--- config.mk ---
export PLATFORM = sky130hd
export DESIGN_NAME = periodic_task_tick_scheduler_top
export DESIGN_NICKNAME = d
export VERILOG_FILES = /design/src/sv/ptts_pkg.sv /design/src/sv/ptts_cell.sv /design/src/sv/periodic_task_tick_scheduler_top.sv
export SDC_FILE = /design/constraint.sdc
export NUM_CORES = 1
export LEC_CHECK = 0
export BUFFER_PORTS_ARGS = -buffer_cell sky130_fd_sc_hd__buf_4
export CELL_PAD_IN_SITES_DETAIL_PLACEMENT = 1
export CELL_PAD_IN_SITES_GLOBAL_PLACEMENT = 2
export CORE_MARGIN = 3
export CORE_UTILIZATION = 36
export DETAILED_ROUTE_END_ITERATION = 10
export PLACE_DENSITY = 0.73
export SLEW_MARGIN = 15
export SYNTH_ARGS = -nofsm -noshare
export SYNTH_HDL_FRONTEND = slang
export SYNTH_SLANG_ARGS = --single-unit
--- constraint.sdc ---
create_clock -name clk -period 3.8 [get_ports clk]
set_input_delay 0.38 -clock clk [delete_from_list [all_inputs] [get_ports clk]]
set_output_delay 0.38 -clock clk [all_outputs]
set_load 0.05 [all_outputs]
--- src/sv/ptts_pkg.sv ---
// Shared types and constants for the periodic task tick scheduler.
package ptts_pkg;

    localparam int TASKS      = 8;
    localparam int ID_W       = 4;
    localparam int FIRED_ID_W = 3;
    localparam int TIME_W     = 16;
    localparam int POS_W      = $clog2(TASKS + 1);
    localparam int IN_DATA_W  = 40;
    localparam int OUT_DATA_W = 8;

    typedef enum logic [2:0] {
        KIND_TICK    = 3'd0,
        KIND_CREATE  = 3'd1,
        KIND_SUSPEND = 3'd2,
        KIND_RESUME  = 3'd3,
        KIND_DELETE  = 3'd4
    } kind_t;

    // Broadcast from the sequencer to every cell.
    typedef struct packed {
        logic              adv;
        logic              step;
        logic [TIME_W-1:0] tick_step;
        logic              cmd_en;
        kind_t             kind;
        logic [TIME_W-1:0] delay;
        logic [TIME_W-1:0] period;
    } cell_ctl_t;

    // Status returned by each cell.
    typedef struct packed {
        logic present;
        logic hit;
        logic hit_last;
    } cell_stat_t;

endpackage

--- src/sv/ptts_cell.sv ---
// One task slot: countdown, period and flags, with a token stage of the walk chain.
module ptts_cell (
    input  logic                 clk,
    input  logic                 rst_n,
    input  ptts_pkg::cell_ctl_t  ctl,
    input  logic                 sel,
    input  logic                 tok_in,
    input  logic                 later_in,
    output logic                 tok_out,
    output logic                 later_out,
    output ptts_pkg::cell_stat_t stat
);
    import ptts_pkg::*;

    logic [TIME_W-1:0] cd_reg, cd_next;
    logic [TIME_W-1:0] per_reg, per_next;
    logic              present_reg, present_next;
    logic              ready_reg, ready_next;
    logic              tok_reg, tok_next;
    logic              fire;

    assign fire      = present_reg & ready_reg & (cd_reg == '0);
    assign later_out = fire | later_in;
    assign tok_out   = tok_reg;

    assign stat.present  = present_reg;
    assign stat.hit      = tok_reg & fire;
    assign stat.hit_last = tok_reg & fire & ~later_in;

    always_comb
    begin
        cd_next      = cd_reg;
        per_next     = per_reg;
        present_next = present_reg;
        ready_next   = ready_reg;
        tok_next     = ctl.adv ? tok_in : tok_reg;
        if (ctl.step && tok_reg && present_reg && ready_reg)
        begin
            // A task that fires reloads from its period; the rest count down.
            if (fire)
                cd_next = per_reg - ctl.tick_step;
            else
                cd_next = cd_reg - ctl.tick_step;
        end
        if (ctl.cmd_en && sel)
        begin
            case (ctl.kind)
                KIND_CREATE:
                begin
                    cd_next      = ctl.delay;
                    per_next     = ctl.period;
                    present_next = 1'b1;
                    ready_next   = 1'b1;
                end
                KIND_SUSPEND:
                begin
                    if (present_reg)
                        ready_next = 1'b0;
                end
                KIND_RESUME:
                begin
                    if (present_reg)
                        ready_next = 1'b1;
                end
                KIND_DELETE:
                begin
                    if (present_reg)
                    begin
                        cd_next      = '0;
                        per_next     = '0;
                        present_next = 1'b0;
                    end
                end
                default:
                begin
                    cd_next = cd_reg;
                end
            endcase
        end
    end

    always_ff @(posedge clk or negedge rst_n)
    begin
        if (!rst_n)
        begin
            cd_reg      <= '0;
            per_reg     <= '0;
            present_reg <= 1'b0;
            ready_reg   <= 1'b0;
            tok_reg     <= 1'b0;
        end
        else
        begin
            cd_reg      <= cd_next;
            per_reg     <= per_next;
            present_reg <= present_next;
            ready_reg   <= ready_next;
            tok_reg     <= tok_next;
        end
    end

endmodule

--- src/sv/periodic_task_tick_scheduler_top.sv ---
// Top level of the periodic task tick scheduler: sequencer, output register and cell row.
//
// Usage:
// - The input stream carries one command word: s_tuser holds the kind (tick, create,
//   suspend, resume, delete) and s_tdata the task id, delay and period.
// - The cfg channel writes tick_step; it is always ready and must only be used
//   while the block is idle.
// - A tick passes a token down the row of task cells, one cell per cycle unless a
//   firing cell waits for the output register. The walk and its closing cycle keep
//   the block busy. Each present and ready task with a zero countdown produces one
//   word on the output as the token reaches it; m_tlast marks the final one. A tick
//   with no firing gives a single word with fired clear in its last cycle.
// - A command is captured, then applied and answered with one status word.
// - s_tready is high only while no word is being worked on; a new word is taken
//   while the previous result still sits in the output register.
// - When m_tready is low the token holds at a firing cell until the output register
//   can take its word, so no result is lost.
// - Reset clears all task slots, sets tick_step to 1 and empties the output.
module periodic_task_tick_scheduler_top (
    input  logic                               clk,
    input  logic                               rst_n,
    input  logic                               s_tvalid,
    output logic                               s_tready,
    // task_id [3:0], delay [19:4], period [35:20], zero [39:36]
    input  logic [ptts_pkg::IN_DATA_W-1:0]     s_tdata,
    // kind [2:0]
    input  logic [2:0]                         s_tuser,
    output logic                               m_tvalid,
    input  logic                               m_tready,
    // fired_id [2:0], status [3], zero [7:4]
    output logic [ptts_pkg::OUT_DATA_W-1:0]    m_tdata,
    // fired [0]
    output logic                               m_tuser,
    output logic                               m_tlast,
    input  logic                               cfg_valid,
    output logic                               cfg_ready,
    input  logic [ptts_pkg::TIME_W-1:0]        cfg_data
);
    import ptts_pkg::*;

    typedef enum logic [2:0] {
        ST_IDLE = 3'b001,
        ST_TICK = 3'b010,
        ST_CMD  = 3'b100
    } state_t;

    state_t            state_reg, state_next;
    logic [POS_W-1:0]  pos_reg, pos_next;
    logic              any_fired_reg, any_fired_next;
    logic [TIME_W-1:0] tick_step_reg, tick_step_next;
    kind_t             cmd_kind_reg, cmd_kind_next;
    logic [ID_W-1:0]   cmd_id_reg, cmd_id_next;
    logic [TIME_W-1:0] cmd_delay_reg, cmd_delay_next;
    logic [TIME_W-1:0] cmd_period_reg, cmd_period_next;

    logic                  out_valid_reg, out_valid_next;
    logic                  out_fired_reg, out_fired_next;
    logic [FIRED_ID_W-1:0] out_id_reg, out_id_next;
    logic                  out_status_reg, out_status_next;
    logic                  out_last_reg, out_last_next;

    logic             accept, can_emit, walk, step, start, end_phase, end_emit;
    logic             cmd_en, out_load, hit_any, last_any, id_ok, id_present, cmd_status;
    logic [7:0]       pos_wide;
    cell_ctl_t        ctl;
    cell_stat_t       stat_vec [TASKS];
    logic [TASKS-1:0] sel_vec, present_vec, hit_vec, hit_last_vec, tok_vec;
    logic [TASKS:0]   tok_chain, later_chain;

    assign s_tready  = (state_reg == ST_IDLE);
    assign accept    = s_tvalid & s_tready;
    assign cfg_ready = 1'b1;
    assign m_tvalid  = out_valid_reg;
    assign m_tuser   = out_fired_reg;
    assign m_tlast   = out_last_reg;
    assign m_tdata   = {{(OUT_DATA_W - FIRED_ID_W - 1){1'b0}}, out_status_reg, out_id_reg};

    assign can_emit  = ~out_valid_reg | m_tready;
    assign hit_any   = |hit_vec;
    assign last_any  = |hit_last_vec;
    assign walk      = (state_reg == ST_TICK) && (pos_reg != POS_W'(TASKS));
    assign step      = walk & (~hit_any | can_emit);
    assign start     = accept && (kind_t'(s_tuser) == KIND_TICK);
    assign end_phase = (state_reg == ST_TICK) && (pos_reg == POS_W'(TASKS));
    assign end_emit  = end_phase & ~any_fired_reg;
    assign cmd_en    = (state_reg == ST_CMD) & can_emit;
    assign out_load  = (walk & hit_any & can_emit) | (end_emit & can_emit) | cmd_en;
    assign pos_wide  = 8'(pos_reg);

    assign id_ok      = |sel_vec;
    assign id_present = |(sel_vec & present_vec);

    always_comb
    begin
        case (cmd_kind_reg)
            KIND_CREATE:  cmd_status = ~id_ok;
            KIND_SUSPEND: cmd_status = ~id_present;
            KIND_RESUME:  cmd_status = ~id_present;
            KIND_DELETE:  cmd_status = ~id_present;
            default:      cmd_status = 1'b1;
        endcase
    end

    assign ctl.adv       = start | step;
    assign ctl.step      = step;
    assign ctl.tick_step = tick_step_reg;
    assign ctl.cmd_en    = cmd_en;
    assign ctl.kind      = cmd_kind_reg;
    assign ctl.delay     = cmd_delay_reg;
    assign ctl.period    = cmd_period_reg;

    assign tok_chain[0]       = start;
    assign later_chain[TASKS] = 1'b0;

    genvar gi;
    generate
        for (gi = 0; gi < TASKS; gi++)
        begin : g_cell
            assign sel_vec[gi]      = (cmd_id_reg == ID_W'(gi));
            assign present_vec[gi]  = stat_vec[gi].present;
            assign hit_vec[gi]      = stat_vec[gi].hit;
            assign hit_last_vec[gi] = stat_vec[gi].hit_last;
            assign tok_vec[gi]      = tok_chain[gi+1];

            ptts_cell u_cell (
                .clk       (clk),
                .rst_n     (rst_n),
                .ctl       (ctl),
                .sel       (sel_vec[gi]),
                .tok_in    (tok_chain[gi]),
                .later_in  (later_chain[gi+1]),
                .tok_out   (tok_chain[gi+1]),
                .later_out (later_chain[gi]),
                .stat      (stat_vec[gi])
            );
        end
    endgenerate

    always_comb
    begin
        state_next      = state_reg;
        pos_next        = pos_reg;
        any_fired_next  = any_fired_reg;
        tick_step_next  = (cfg_valid & cfg_ready) ? cfg_data : tick_step_reg;
        cmd_kind_next   = cmd_kind_reg;
        cmd_id_next     = cmd_id_reg;
        cmd_delay_next  = cmd_delay_reg;
        cmd_period_next = cmd_period_reg;
        case (state_reg)
            ST_IDLE:
            begin
                if (accept)
                begin
                    cmd_kind_next   = kind_t'(s_tuser);
                    cmd_id_next     = s_tdata[3:0];
                    cmd_delay_next  = s_tdata[19:4];
                    cmd_period_next = s_tdata[35:20];
                    pos_next        = '0;
                    any_fired_next  = 1'b0;
                    state_next      = start ? ST_TICK : ST_CMD;
                end
            end
            ST_TICK:
            begin
                if (step)
                begin
                    pos_next       = POS_W'(pos_reg + 1'b1);
                    any_fired_next = any_fired_reg | hit_any;
                end
                if (end_phase && (any_fired_reg || can_emit))
                    state_next = ST_IDLE;
            end
            ST_CMD:
            begin
                if (cmd_en)
                    state_next = ST_IDLE;
            end
            default:
            begin
                state_next = ST_IDLE;
            end
        endcase
    end

    always_comb
    begin
        out_valid_next  = out_load ? 1'b1 : (out_valid_reg & ~m_tready);
        out_fired_next  = out_fired_reg;
        out_id_next     = out_id_reg;
        out_status_next = out_status_reg;
        out_last_next   = out_last_reg;
        if (out_load)
        begin
            if (walk)
            begin
                out_fired_next  = 1'b1;
                out_id_next     = pos_wide[FIRED_ID_W-1:0];
                out_status_next = 1'b0;
                out_last_next   = last_any;
            end
            else
            begin
                out_fired_next  = 1'b0;
                out_id_next     = '0;
                out_status_next = cmd_en ? cmd_status : 1'b0;
                out_last_next   = 1'b1;
            end
        end
    end

    always_ff @(posedge clk or negedge rst_n)
    begin
        if (!rst_n)
        begin
            state_reg     <= ST_IDLE;
            pos_reg       <= '0;
            any_fired_reg <= 1'b0;
            tick_step_reg <= TIME_W'(1);
            out_valid_reg <= 1'b0;
        end
        else
        begin
            state_reg     <= state_next;
            pos_reg       <= pos_next;
            any_fired_reg <= any_fired_next;
            tick_step_reg <= tick_step_next;
            out_valid_reg <= out_valid_next;
        end
    end

    always_ff @(posedge clk)
    begin
        cmd_kind_reg   <= cmd_kind_next;
        cmd_id_reg     <= cmd_id_next;
        cmd_delay_reg  <= cmd_delay_next;
        cmd_period_reg <= cmd_period_next;
        out_fired_reg  <= out_fired_next;
        out_id_reg     <= out_id_next;
        out_status_reg <= out_status_next;
        out_last_reg   <= out_last_next;
    end

    // At most one cell holds the walk token.
    a_one_token: assert property (@(posedge clk) disable iff (!rst_n)
        $onehot0(tok_vec))
        else $error("more than one cell holds the token");

    // The token lives only while a tick is being walked.
    a_token_idle: assert property (@(posedge clk) disable iff (!rst_n)
        (state_reg != ST_TICK) |-> (tok_vec == '0))
        else $error("token present outside a tick");

    // Past the last cell the token is gone.
    a_token_end: assert property (@(posedge clk) disable iff (!rst_n)
        end_phase |-> (tok_vec == '0))
        else $error("token still in the row after the walk");

    // A word that does not report a firing always closes its run.
    a_nofire_last: assert property (@(posedge clk) disable iff (!rst_n)
        (out_load && !out_fired_next) |=> out_last_reg)
        else $error("non-firing word without last");

endmodule
# Word-level counts from Yosys, hierarchy flattened
# Index checks and enable logic that the tools add are counted.
totals:
  ff_bits: 350
  inputBits: 64
  out_inout_bits: 13
  wordCells: 367
classes:
  add_sub_neg: 17
  n_eq_ne: 52
  muxes: 95
  bitwise: 66
  reduce_logical: 84
op_table:
  columns: ["op", "n"]
  rows:
  - ["16-bit 2-to-1 mux", 40]
  - ["16-bit case mux with 3 select lines", 8]
  - ["16-bit case mux with 2 select lines", 8]
  - ["16-bit subtractor", 16]
  - ["16-bit zero test", 8]
  - ["2-bit by 1-bit != test with 1-bit output (second input constant)", 26]
  - ["1-bit AND", 39]
  - ["1-bit logical AND", 36]
  - ["4-bit != test (second input constant)", 9]
  - ["4-bit AND reduction", 8]
  - ["8-bit OR reduction", 4]
  - ["3-bit AND reduction", 10]
  - ["1-bit case mux with 3 select lines", 8]
  - ["1-bit 2-to-1 mux", 20]
  - ["2-bit AND reduction", 9]
  - ["4-bit by 3-bit == test with 1-bit output (second input constant)", 4]
  - ["1-bit inverter", 14]
  - ["3-bit 2-to-1 mux", 4]
  - ["1-bit OR", 12]
  - ["3-bit by 2-bit == test with 1-bit output (second input constant)", 3]
  - ["3-bit case mux with 3 select lines", 1]
  - ["8-bit AND", 1]
  - ["4-bit by 2-bit == test with 1-bit output (second input constant)", 2]
  - ["4-bit 2-to-1 mux", 2]
  - ["other kinds (15)", 22]

# Depth between registers and ports, before layout
# Gate-level depths: netlist of run 1.
depth:
  ltp_word: 14
  ltp_mapped: 17
  depth_no_buf: 15

# By module
# Synthesis of run 1 repeated with hierarchy kept, for this count alone.
hier_totals:
  hier_cells: 2724
  hier_area_um2: 23532.6
by_module_without_submodules:
  columns: ["module", "n_inst", "cells_each", "area_per_inst_um2"]
  rows:
  - ["ptts_cell (g_cell[2].u_cell ...)", 4, 320, 2576.2]
  - ["ptts_cell (g_cell[6].u_cell ...)", 2, 317, 2645.0]
  - ["ptts_cell (g_cell[0].u_cell ...)", 2, 312, 2561.2]
  - ["periodic_task_tick_scheduler_top", 1, 186, 2815.2]

# Worst setup path before layout of run 1
# Ideal clock, no wire load.
synth_path:
  path_kind: "reg2reg"
  from: "register g_cell[0].u_cell.cd_reg[0]"
  to: "register g_cell[0].u_cell.cd_reg[14]"
  setup_time_ns: 0.094
  arrival_time_ns: 3.931
  t_required_ns: 3.706
  setup_slack_ns: -0.225
  path_stages_with_launch: 17
  synth_period_minus_slack_ns: 4.025
  cell_sequence: "dfrtp_1 -> or4_4 -> or3_4 -> nor2_1 -> clkbuf_1 -> a21oi_1 -> ha_1 -> fa_1 -> nor2b_1 -> o21ai_0 -> a21oi_1 -> o211ai_1 -> o21ai_0 -> a21oi_1 -> o21bai_1 -> xnor2_1 -> a211oi_1"
synth_between:
  elab_chain_len: 14
  word_cells_on_any_way: 16
  classes_between: "add/sub: 1; mux: 5; bitwise: 5; reduce/logical: 5"
synth_lines:
  columns: ["item", "line", "rtl"]
  rows:
  - ["start, declared", "ptts_cell.sv:15", "logic [TIME_W-1:0] cd_reg, cd_next;"]
  - ["start signal, assigned", "ptts_cell.sv:94", "cd_reg <= cd_next;"]
  - ["16-bit zero test", "ptts_cell.sv:22", "assign fire = present_reg & ready_reg & (cd_reg == '0);"]
  - ["1-bit AND", "ptts_cell.sv:22", null]
  - ["1-bit AND", "ptts_cell.sv:27", "assign stat.hit = tok_reg & fire;"]
  - ["8-bit OR reduction", "periodic_task_tick_scheduler_top.sv:79", "assign hit_any = |hit_vec;"]
  - ["1-bit inverter", "periodic_task_tick_scheduler_top.sv:82", "assign step = walk & (~hit_any | can_emit);"]
  - ["1-bit OR", "periodic_task_tick_scheduler_top.sv:82", null]
  - ["1-bit AND", "periodic_task_tick_scheduler_top.sv:82", null]
  - ["1-bit logical AND (3 in a row)", "ptts_cell.sv:37", "if (ctl.step && tok_reg && present_reg && ready_reg)"]
  - ["16-bit 2-to-1 mux (*)", "ptts_cell.sv:37", null]
  - ["16-bit 2-to-1 mux", "ptts_cell.sv:67", "if (present_reg)"]
  - ["16-bit case mux with 3 select lines", "ptts_cell.sv:47", "case (ctl.kind)"]
  - ["16-bit 2-to-1 mux (*)", "ptts_cell.sv:45", "if (ctl.cmd_en && sel)"]
# Every way passes the cells marked *; elsewhere a longest branch is shown, timed or not.
# A chain may end at the register's enable or synchronous reset.

# Worst setup path after layout of run 1
layout_path:
  from: "register g_cell[3].u_cell.cd_reg[9]"
  to: "register g_cell[3].u_cell.cd_reg[14]"
layout_between:
  elab_chain_len: 14
  word_cells_on_any_way: 16
  classes_between: "add/sub: 1; mux: 5; bitwise: 5; reduce/logical: 5"
layout_lines:
  columns: ["item", "line"]
  rows:
  - ["start, declared", "ptts_cell.sv:15"]
  - ["start signal, assigned", "ptts_cell.sv:94"]
  - ["16-bit zero test", "ptts_cell.sv:22"]
  - ["1-bit AND", "ptts_cell.sv:22"]
  - ["1-bit AND", "ptts_cell.sv:27"]
  - ["8-bit OR reduction", "periodic_task_tick_scheduler_top.sv:79"]
  - ["1-bit inverter", "periodic_task_tick_scheduler_top.sv:82"]
  - ["1-bit OR", "periodic_task_tick_scheduler_top.sv:82"]
  - ["1-bit AND", "periodic_task_tick_scheduler_top.sv:82"]
  - ["1-bit logical AND (3 in a row)", "ptts_cell.sv:37"]
  - ["16-bit 2-to-1 mux (*)", "ptts_cell.sv:37"]
  - ["16-bit 2-to-1 mux", "ptts_cell.sv:67"]
  - ["16-bit case mux with 3 select lines", "ptts_cell.sv:47"]
  - ["16-bit 2-to-1 mux (*)", "ptts_cell.sv:45"]
# Marks and branches as above.

==> results.cfg, run 1 <==
[place]
dp_cells = 3681
gp_congestion = 0.948
dp_hpwl_um = 83100
portBuffers = 67

[die]
pin_count = 77
initial_core_util_pct = 36.8
core-area_sq_um = 62400
die_area_sq_um = 66800
die_h_um = 259
placementRows = 91
die_width_um = 259

[timing]
rsz0062_at_grt = yes
setup_tns_ps = 0
maxSlewViolCount = 0
finalSetupViolCount = 0
slew-limit-headroom_pct = 27.1
tightest_slew_ps = 1090
hold_violations = 0
period_share_pct = 99.5
fin_skew_ps = 23.8
fmax_mhz = 265
min_period_ps = 3780

[drt]
drc = 0
drtIter0Drc = 2154
vias_per_cell = 6.22
drt-total-wl_um = 116000
vias = 23800
drtPass1Iterations = 5
drtAntennaViolNets = 0
wire_per_inst_um = 30.3

[yosys]
avgSynthCellArea_sq_um = 8.75
synth_edf_count = 45
ys_async_sr_fraction_pct = 87.1
synth-main-ff-cell = dfrtp_1
yosys_warnings = 0
ys_seq_area_share_pct = 39.1
synth-seq-cells = 350
synthDistinctLibCells = 94
syn_inst = 2624
syn_area_sq_um = 23000

[critical_path]
worstSetupPathType = register to register
reg2reg_from = g_cell[3].u_cell.cd_reg[9]
critPathCaptureType = register
critPathLaunchType = register
required_ps = 4270
arrival_ps = 4250
ff2ff_path_depth = 18
rrSetupSlack_ps = 20
crit_path_max_fanout = 7
rr_endpoint = g_cell[3].u_cell.cd_reg[14]

[pwr]
power_mw = 13.0
p_per_area_nw_per_um2 = 451
leakagePower_nw = 13.6
irDropWorstVdd_mv = 0.320

[final_layout]
drive_gt1_share_pct = 20.2
multi_input_area_sq_um = 13800
fill_cells = 7261
seq_area_sq_um = 8990
fin_nets = 3154
stdcell_count = 3830
area_growth_pct = 26.1
finish.utilization_pct = 46.4

[grt]
grt_pass1_vias = 24400
grt_max_degree = 87
grt_antenna_before_repair = 9
grt_pass1_wl_um = 168000
grt.overflow.total = 0
grt_usage_pct = 34.1

[min_path]
hold_depth = 3
hold_start = cfg_data[8]
hp-class = input pin to register
hold_path_end = tick_step_reg[8]

[outcome]
outcome = completed

[clock_tree]
clk-insertion-delay-late_ps = 590
clock_sinks = 350
cts_made_buffers = 45
clk_transition_reported_paths_ps = 60
clock_tree.htree_level_count = 2
cts_tree = built
cts_root_buf = clkbuf_16
clockBufferDepth = 3

[job]
max_cap_violations = 0
layout by cell type (no fill, tap or decap), types with 10 or more instances in the layout:
master	count
xnor2_1	61
o21ai_1	14
a31oi_1	32
o211ai_1	13
or3_1	17
and2_1	24
o21a_1	24
o21ai_0	297
o22ai_1	39
dfrtp_1	300
o221ai_1	10
a22o_1	31
nor2_1	166
a21oi_1	262
buf_6	10
buf_4	363
xor2_1	41
clkbuf_16	48
a21o_1	138
inv_1	49
nor4_2	10
nor2b_1	27
nor4_1	21
a211oi_1	38
ha_1	125
nand2_1	283
a221oi_1	15
nor3_1	51
nand3_1	54
nand4_1	13
dlygate4sd3_1	41
a21oi_2	14
mux2i_1	10
nand2b_1	26
clkinv_2	16
edfxtp_1	45
worst max path at each step:
| stage | slack, ps | to | cells past startpoint | from |
|---|---|---|---|---|
| after global routing | -160 | g_cell[3].u_cell.cd_reg[14] | 19 | g_cell[3].u_cell.cd_reg[9] |
| after CTS | 5 | g_cell[0].u_cell.cd_reg[14] | 15 | g_cell[0].u_cell.cd_reg[3] |
| after global placement | -490 | g_cell[3].u_cell.cd_reg[15] | 19 | g_cell[3].u_cell.cd_reg[0] |
| after detailed placement | -560 | g_cell[3].u_cell.cd_reg[15] | 19 | g_cell[3].u_cell.cd_reg[0] |
| final | 20 | g_cell[3].u_cell.cd_reg[14] | 18 | g_cell[3].u_cell.cd_reg[9] |
| after floorplan | 6 | g_cell[3].u_cell.cd_reg[14] | 14 | g_cell[3].u_cell.cd_reg[13] |
layer usage:
metal	up-vias	GRT usage, %	share of wire [%]
li1	10300	-	-
met1	12300	47.4	44
met2	954	50.9	43
met3	275	4.92	6.9
met4	6	18.8	6.4
met5	-	0	0.040
cell families (layout without fill, tap and decap cells):
family          count (synthesis)  count (layout)  share of synthesized area (%)
compound gates               1032            1032                           28.0
simple gates                  783             783                           16.1
flops                         350             350                           39.1
buf+inv                       193             555                           3.86
fa+ha+maj                     138             138                           7.78
xor+xnor                      109             109                           4.16
mux                            17              17                          0.878
other cells                     2               9                         0.0327
worst max-delay path: stages (launching register included):
cell and delay (ps):
dfrtp_2 450, nor4_4 310, buf_4 190, nand3_4 90, nor4_4 310, buf_6 190
buf_4 120, a21o_1 110, ha_1 260, o21a_1 230, o21ai_0 220, o21bai_2 200
a21oi_2 120, o41ai_4 220, buf_4 200, o21bai_4 70, a21oi_2 140, xnor2_1 90
o21a_1 170
cell type report:
class / count / share of cell area [%]
Sequential cell: 350 / 31.1
Clock buffer: 58 / 4.45
Tap cell: 837 / 3.62
Clock inverter: 26 / 0.904
Multi-Input combinational cell: 2084 / 47.6
Inverter: 50 / 0.649
Antenna cell: 4 / 0.0346
Timing Repair Buffer: 421 / 11.7
stage by stage:
| step | hold slack (ps) | area [sq um] | worst slack (ps) |
|---|---|---|---|
| 6_report | 15.8 | 28900 | 20.6 |
| 5_1_grt | 22.6 | 28900 | -159 |
| 4_1_cts | 1.59 | 28300 | 5.03 |
| 3_5_place_dp | 471 | 26100 | -559 |
| 3_3_place_gp | 462 | 26100 | -494 |
| 2_1_floorplan | 84.4 | 23000 | 6.05 |
power by group:
| part | internal, mW | total, mW | switching, mW | leakage (nW) |
|---|---|---|---|---|
| sequential | 4.06 | 4.35 | 0.293 | 4.57 |
| combinational | 1.53 | 4.10 | 2.57 | 8.24 |
| clock | 2.73 | 4.60 | 1.87 | 0.775 |
cells in the mapped netlist, types with 15 or more instances:
| cell | number | area [sq um] |
|---|---|---|
| o22ai_1 | 39 | 244 |
| a22o_1 | 31 | 272 |
| nand3_1 | 59 | 295 |
| or3_1 | 18 | 113 |
| xnor2_1 | 66 | 578 |
| inv_1 | 49 | 184 |
| buf_2 | 15 | 75.1 |
| ha_1 | 130 | 1630 |
| a21oi_1 | 276 | 1380 |
| nor2_1 | 173 | 649 |
| nor4_1 | 36 | 225 |
| a21o_1 | 138 | 1040 |
| nand2b_1 | 26 | 163 |
| a211oi_1 | 42 | 315 |
| o21a_1 | 24 | 180 |
| a31oi_1 | 34 | 213 |
| a221oi_1 | 16 | 140 |
| nor3_1 | 55 | 275 |
| xor2_1 | 43 | 377 |
| dfrtp_1 | 303 | 7580 |
| o21ai_0 | 309 | 1550 |
| nor2b_1 | 30 | 188 |
| nand2_1 | 284 | 1070 |
| clkbuf_1 | 91 | 342 |
| edfxtp_1 | 45 | 1350 |
| and2_1 | 27 | 169 |
| buf_4 | 18 | 135 |
timing repair:
item,in CTS,in global routing
endpoints found under the setup margin,33,47
pin swaps,3,63
hold buffers,41,0
resized for setup,38,107
hold endpoints to repair,121,0
buffers inserted,1,21
Note: power is estimated with default switching activity, not from simulation.
==> run 2, diff against run 1 <==
--- a/config.mk
+++ b/config.mk
@@ -11,7 +11,7 @@
 export CORE_MARGIN = 3
 export CORE_UTILIZATION = 36
 export DETAILED_ROUTE_END_ITERATION = 10
-export PLACE_DENSITY = 0.73
+export PLACE_DENSITY_LB_ADDON = 0.1
 export SLEW_MARGIN = 15
 export SYNTH_ARGS = -nofsm -noshare
 export SYNTH_HDL_FRONTEND = slang
==> run 2 against run 1 <==
  * Power down 0.56%
  * Combinational power about the same
  * Sequential share of layout area shrank 0.10 points
  * First-iteration DRC count up 5.4%
  * Core utilization rose by 0.15 points
  * Die area unchanged
  * Design area increased by 0.32%
  * Largest power group unchanged
  * Global-route usage is essentially flat
  * Via count fell by 1.1%
==> results.cfg, run 2 (synthesized netlist as in run 1, its figures left out) <==
[final_layout]
fin_nets = 3170
final_common_cell = buf_4
stdcell_count = 3854
drive_gt1_share_pct = 19.7
finish.utilization_pct = 46.5
area_growth_pct = 26.5
mostFrequentLayoutCells = buf_4 (368), dfrtp_1 (301), o21ai_0 (298), nand2_1 (282), a21oi_1 (267)
fin_area_sq_um = 29000
fill_cells = 7306

[grt]
grt_usage_pct = 34.0
grt_pass1_vias = 24000
grt_max_degree = 102
grt_antenna_before_repair = 14
grt_pass1_wl_um = 167000
grt.overflow.total = 0

[pwr]
power_mw = 13.0
p_per_area_nw_per_um2 = 447
p_int_mw = 8.26
swShare_pct = 36.4
leakagePower_nw = 13.6
irDropWorstVdd_mv = 0.369
combPwrFrac_pct = 31.6
power_frac_clock_pct = 34.9
p_sw_mw = 4.72
pwr-share-seq_pct = 33.5

[drt]
drc = 0
drtAntennaViolNets = 0
drt-total-wl_um = 116000
vias_per_cell = 6.11
drtPass1Iterations = 5
drtIter0Drc = 2270
wire_per_inst_um = 30.1
vias = 23500

[clock_tree]
clk-insertion-delay-late_ps = 600
cts_made_buffers = 47
clockBufferDepth = 3
cts_tree = built
cts_root_buf = clkbuf_16
clock_tree.htree_level_count = 2
clk_transition_reported_paths_ps = 60
clock_sinks = 350

[critical_path]
crit_path_max_fanout = 5
required_ps = 4300
max_stage_delay_ps = 540
crit_path_top_delay_cell = or4_4
cp_common_cell = buf_4
critPathCaptureType = register
worstSetupPathType = register to register
arrival_ps = 4240
critPathLaunchType = register
cp_cell_sequence = or4_4 > or3_4 > nor2_4 > buf_6 > buf_4 > a21o_1 > ha_4 > nand3_2 > o2111ai_4 > nand2_2 > o31ai_2 > buf_4 > a211oi_1 > xnor2_1 > o22ai_1 > o32ai_2

[die]
initial_core_util_pct = 36.8
die_h_um = 259
placementRows = 91
die_area_sq_um = 66800
die_width_um = 259
core-area_sq_um = 62400
pin_count = 77

[timing]
min_period_ps = 3740
finalSetupViolCount = 0
setup_ws_ps = 64.7
maxSlewViolCount = 0
slew-limit-headroom_pct = 14.4
rsz0062_at_grt = yes
fmax_mhz = 268
period_share_pct = 98.3
setup_tns_ps = 0
hold_slack_ps = 23.2
hold_violations = 0
fin_skew_ps = 13.8
tightest_slew_ps = 1280

[place]
gp_congestion = 0.942
dp_cells = 3692
dp_hpwl_um = 84300
place_ws_ps = -191
portBuffers = 67
placed_cell_area_sq_um = 26300

[outcome]
outcome = completed

[min_path]
hp-class = input pin to register

[job]
max_cap_violations = 0
-- run 2: worst max-delay path: cells and delay by family (launching register included) --
family / cells / cell delay [ps]
AND/OR/NAND/NOR: 5 / 1360
AO/OA/AOI/OAI: 6 / 1090
buffers and inverters: 3 / 410
flip-flops: 1 / 390
XOR/XNOR: 1 / 190
adder cells (fa/ha/maj): 1 / 180
-- run 2: path summary, 6_finish.rpt --
check / from / endpoint / slack, ps / depth (start not counted)
max in group asynchronous: rst_n / g_cell[1].u_cell.cd_reg[3] / 2370 / 3
min: cfg_data[6] / tick_step_reg[6] / 20 / 3
min in group asynchronous: rst_n / tick_step_reg[7] / 460 / 2
min reg2reg: g_cell[5].u_cell.per_reg[15] / g_cell[5].u_cell.per_reg[15] / 480 / 2
max: g_cell[0].u_cell.cd_reg[1] / g_cell[0].u_cell.cd_reg[15] / 60 / 16
max reg2reg: g_cell[0].u_cell.cd_reg[1] / g_cell[0].u_cell.cd_reg[15] / 60 / 16
-- run 2: final cells by class --
class                      count  area (sq um)  share of cell area (%)
clock inverter                20           174                   0.599
inverter                      50           188                   0.647
sequential                   350          8990                    31.0
timing repair buffer         435          3540                    12.2
clock buffer                  67          1350                    4.63
multi-input combinational   2084         13700                    47.2
antenna                       11          27.5                  0.0948
tap                          837          1050                    3.61
-- run 2: power by group through the flow --
stage	Clock, mW	Combinational, mW	Sequential [mW]
floorplan	0	1.94	4.30
global placement	0	3.68	4.37
detailed placement	0	3.77	4.38
CTS	4.61	3.87	4.32
global route	4.76	4.34	4.36
finish	4.53	4.10	4.34
-- run 2: per-layer routing --
metal / share of wire, % / wire length, um / global-route usage [%]
met1: 44 / 50800 / 47.6
met2: 44 / 50400 / 51.6
met3: 7.7 / 8930 / 5.81
met4: 4.9 / 5620 / 15.3
met5: 0.021 / 24 / 0
-- run 2: repair_timing --
item / in CTS / in global routing
hold buffers: 51 / 0
hold endpoints to repair: 143 / 0
setup endpoints to repair: 28 / 46
resized for setup: 29 / 96
pin swaps: 3 / 35
buffers inserted: 0 / 13
==> run 3, diff against run 2 <==
--- a/config.mk
+++ b/config.mk
@@ -9,7 +9,8 @@
 export CELL_PAD_IN_SITES_DETAIL_PLACEMENT = 1
 export CELL_PAD_IN_SITES_GLOBAL_PLACEMENT = 2
 export CORE_MARGIN = 3
-export CORE_UTILIZATION = 36
+export CORE_UTILIZATION = 37
+export CTS_BUF_LIST = sky130_fd_sc_hd__clkbuf_4
 export DETAILED_ROUTE_END_ITERATION = 10
 export PLACE_DENSITY_LB_ADDON = 0.1
 export SLEW_MARGIN = 15
==> run 3 against run 2 <==
  * Worst hold slack better by 150 ps
  * Register-to-register slack about the same
  * Core utilization rose by 0.90 points
  * Routed wire length increased by 1.9%
  * Count of clock-buffer cells in the layout up 76
  * Non-clock buffer count shrank 1
  * Sequential power barely moved
  * Largest power group is now registers
==> results.cfg, run 3 (synthesized netlist as in run 1, its figures left out) <==
[pwr]
p_per_area_nw_per_um2 = 428
combPwrFrac_pct = 33.2
pwr-share-seq_pct = 35.1
p_int_mw = 7.53
leakagePower_nw = 13.6
power_frac_clock_pct = 31.7
p_sw_mw = 4.80
irDropWorstVdd_mv = 0.306
swShare_pct = 38.9

[final_layout]
stdcell_count = 3902
drive_gt1_share_pct = 20.8
seq_area_sq_um = 8990
multi_input_area_sq_um = 13700
area_growth_pct = 25.6
fin_nets = 3227
fill_cells = 7098
mostFrequentLayoutCells = buf_4 (329), dfrtp_1 (302), o21ai_0 (300), nand2_1 (283), a21oi_1 (268)
final_common_cell = buf_4

[drt]
drtAntennaViolNets = 0
drc = 0
vias_per_cell = 6.24
vias = 24300
wire_per_inst_um = 30.3
drt-total-wl_um = 118000
drtPass1Iterations = 5
drtIter0Drc = 2332

[timing]
finalSetupViolCount = 0
maxSlewViolCount = 0
min_period_ps = 3730
fmax_mhz = 268
tightest_slew_ps = 1230
hold_slack_ps = 176
slew-limit-headroom_pct = 18.0
rsz0062_at_grt = yes
hold_violations = 0
period_share_pct = 98.2
fin_skew_ps = 80.3

[grt]
grt_antenna_before_repair = 19
grt_pass1_wl_um = 169000
grt_usage_pct = 36.0
grt.overflow.total = 0
grt_max_degree = 110
grt_pass1_vias = 24800

[critical_path]
arrival_ps = 4490
critPathCaptureType = register
rrSetupSlack_ps = 70
worstSetupPathType = register to register
crit_path_max_fanout = 4
critPathCapture = g_cell[1].u_cell.cd_reg[15]
critPathLaunchType = register
rr_endpoint = g_cell[1].u_cell.cd_reg[15]
crit_path_top_delay_cell = or4b_2
cp_cell_sequence = nor4_2 > and3_1 > and2_4 > a21o_1 > ha_1 > nor2b_1 > o2111ai_1 > nand3_1 > o41ai_2 > buf_4 > o211a_4 > nor2_1 > or4b_2 > nand4_1 > o21ai_0
max_stage_delay_ps = 610
reg2reg_from = g_cell[1].u_cell.cd_reg[12]
startpoint = g_cell[1].u_cell.cd_reg[12]
required_ps = 4560
ff2ff_path_depth = 15

[job]
max_cap_violations = 0

[die]
die_width_um = 255
pin_count = 77
placementRows = 90
die_area_sq_um = 65100
initial_core_util_pct = 37.7
die_h_um = 255
core-area_sq_um = 60800

[clock_tree]
clock_sinks = 350
clock_tree.htree_level_count = 3
clk_transition_reported_paths_ps = 70
cts_made_buffers = 105
clockBufferDepth = 3
cts_tree = built
clk-insertion-delay-late_ps = 910
cts_root_buf = clkbuf_4

[min_path]
hp-class = input pin to async pin

[place]
dp_cells = 3592
gp_congestion = 0.951
dp_hpwl_um = 82500
portBuffers = 67

[outcome]
outcome = completed
[run 3: power groups by stage]
| stage | Sequential (mW) | Combinational [mW] | Clock, mW |
|---|---|---|---|
| 2_1_floorplan | 4.30 | 1.94 | 0 |
| 3_3_place_gp | 4.35 | 3.59 | 0 |
| 3_5_place_dp | 4.36 | 3.68 | 0 |
| 4_1_cts | 4.30 | 3.83 | 3.96 |
| 5_1_grt | 4.34 | 4.33 | 4.15 |
| 6_report | 4.32 | 4.10 | 3.91 |
[run 3: worst min path at each step]
| stage | from | to | slack (ps) | cells past startpoint |
|---|---|---|---|---|
| floorplan | rst_n | any_fired_reg | 80 | 0 |
| global placement | g_cell[1].u_cell.per_reg[0] | g_cell[1].u_cell.per_reg[0] | 460 | 2 |
| detailed placement | g_cell[5].u_cell.per_reg[2] | g_cell[5].u_cell.per_reg[2] | 470 | 2 |
| CTS | s_tdata[24] | cmd_period_reg[4] | 120 | 2 |
| global route | s_tdata[29] | cmd_period_reg[9] | 130 | 2 |
| finish | rst_n | tick_step_reg[11] | 180 | 2 |
[run 3: stage by stage]
| stage | util, % | total power [mW] | setup WS, ps | instance area (sq um) | setup TNS (ps) |
|---|---|---|---|---|---|
| global placement | 42.5 | 7.94 | -208 | 25800 | -546 |
| CTS | 46.5 | 12.1 | 1.30 | 28300 | 0 |
| detailed placement | 42.5 | 8.04 | -336 | 25800 | -1760 |
| finish | 47.4 | 12.3 | 67.6 | 28800 | 0 |
| floorplan | - | 6.23 | 6.05 | 23000 | 0 |
| global route | 47.4 | 12.8 | -82.7 | 28800 | -268 |
[run 3: metal layers]
layer  GRT usage, %  vias up  part of all wire [%]
li1               -    10500                     -
met1           48.2    12300                    42
met2           53.4     1191                    43
met3           8.80      324                   9.6
met4           20.0        6                   6.1
met5              0        -                 0.039
[run 3: final cells by class]
cell class | count | area share (%)
Antenna cell | 15 | 0.130
Clock buffer | 143 | 3.72
Clock inverter | 44 | 0.911
Inverter | 50 | 0.651
Multi-Input combinational cell | 2084 | 47.5
Sequential cell | 350 | 31.2
Tap cell | 782 | 3.39
Timing Repair Buffer | 434 | 12.6
[run 3: repair_timing]
| item | in CTS | in global routing |
|---|---|---|
| gates resized for setup | 29 | 89 |
| pin swaps | 8 | 44 |
| buffers inserted | 5 | 14 |
| hold endpoints to repair | 156 | 0 |
| setup endpoints to repair | 20 | 47 |
| hold buffers | 89 | 0 |
[run 3: critical path, delay by kind of cell (launching register included)]
family                     cells  cell delay (ps)
AOI/OAI and AO/OA              5              900
DFF                            1              430
buffers and inverters          1              170
adders and majority gates      1              240
and+or+nand+nor                8             1850
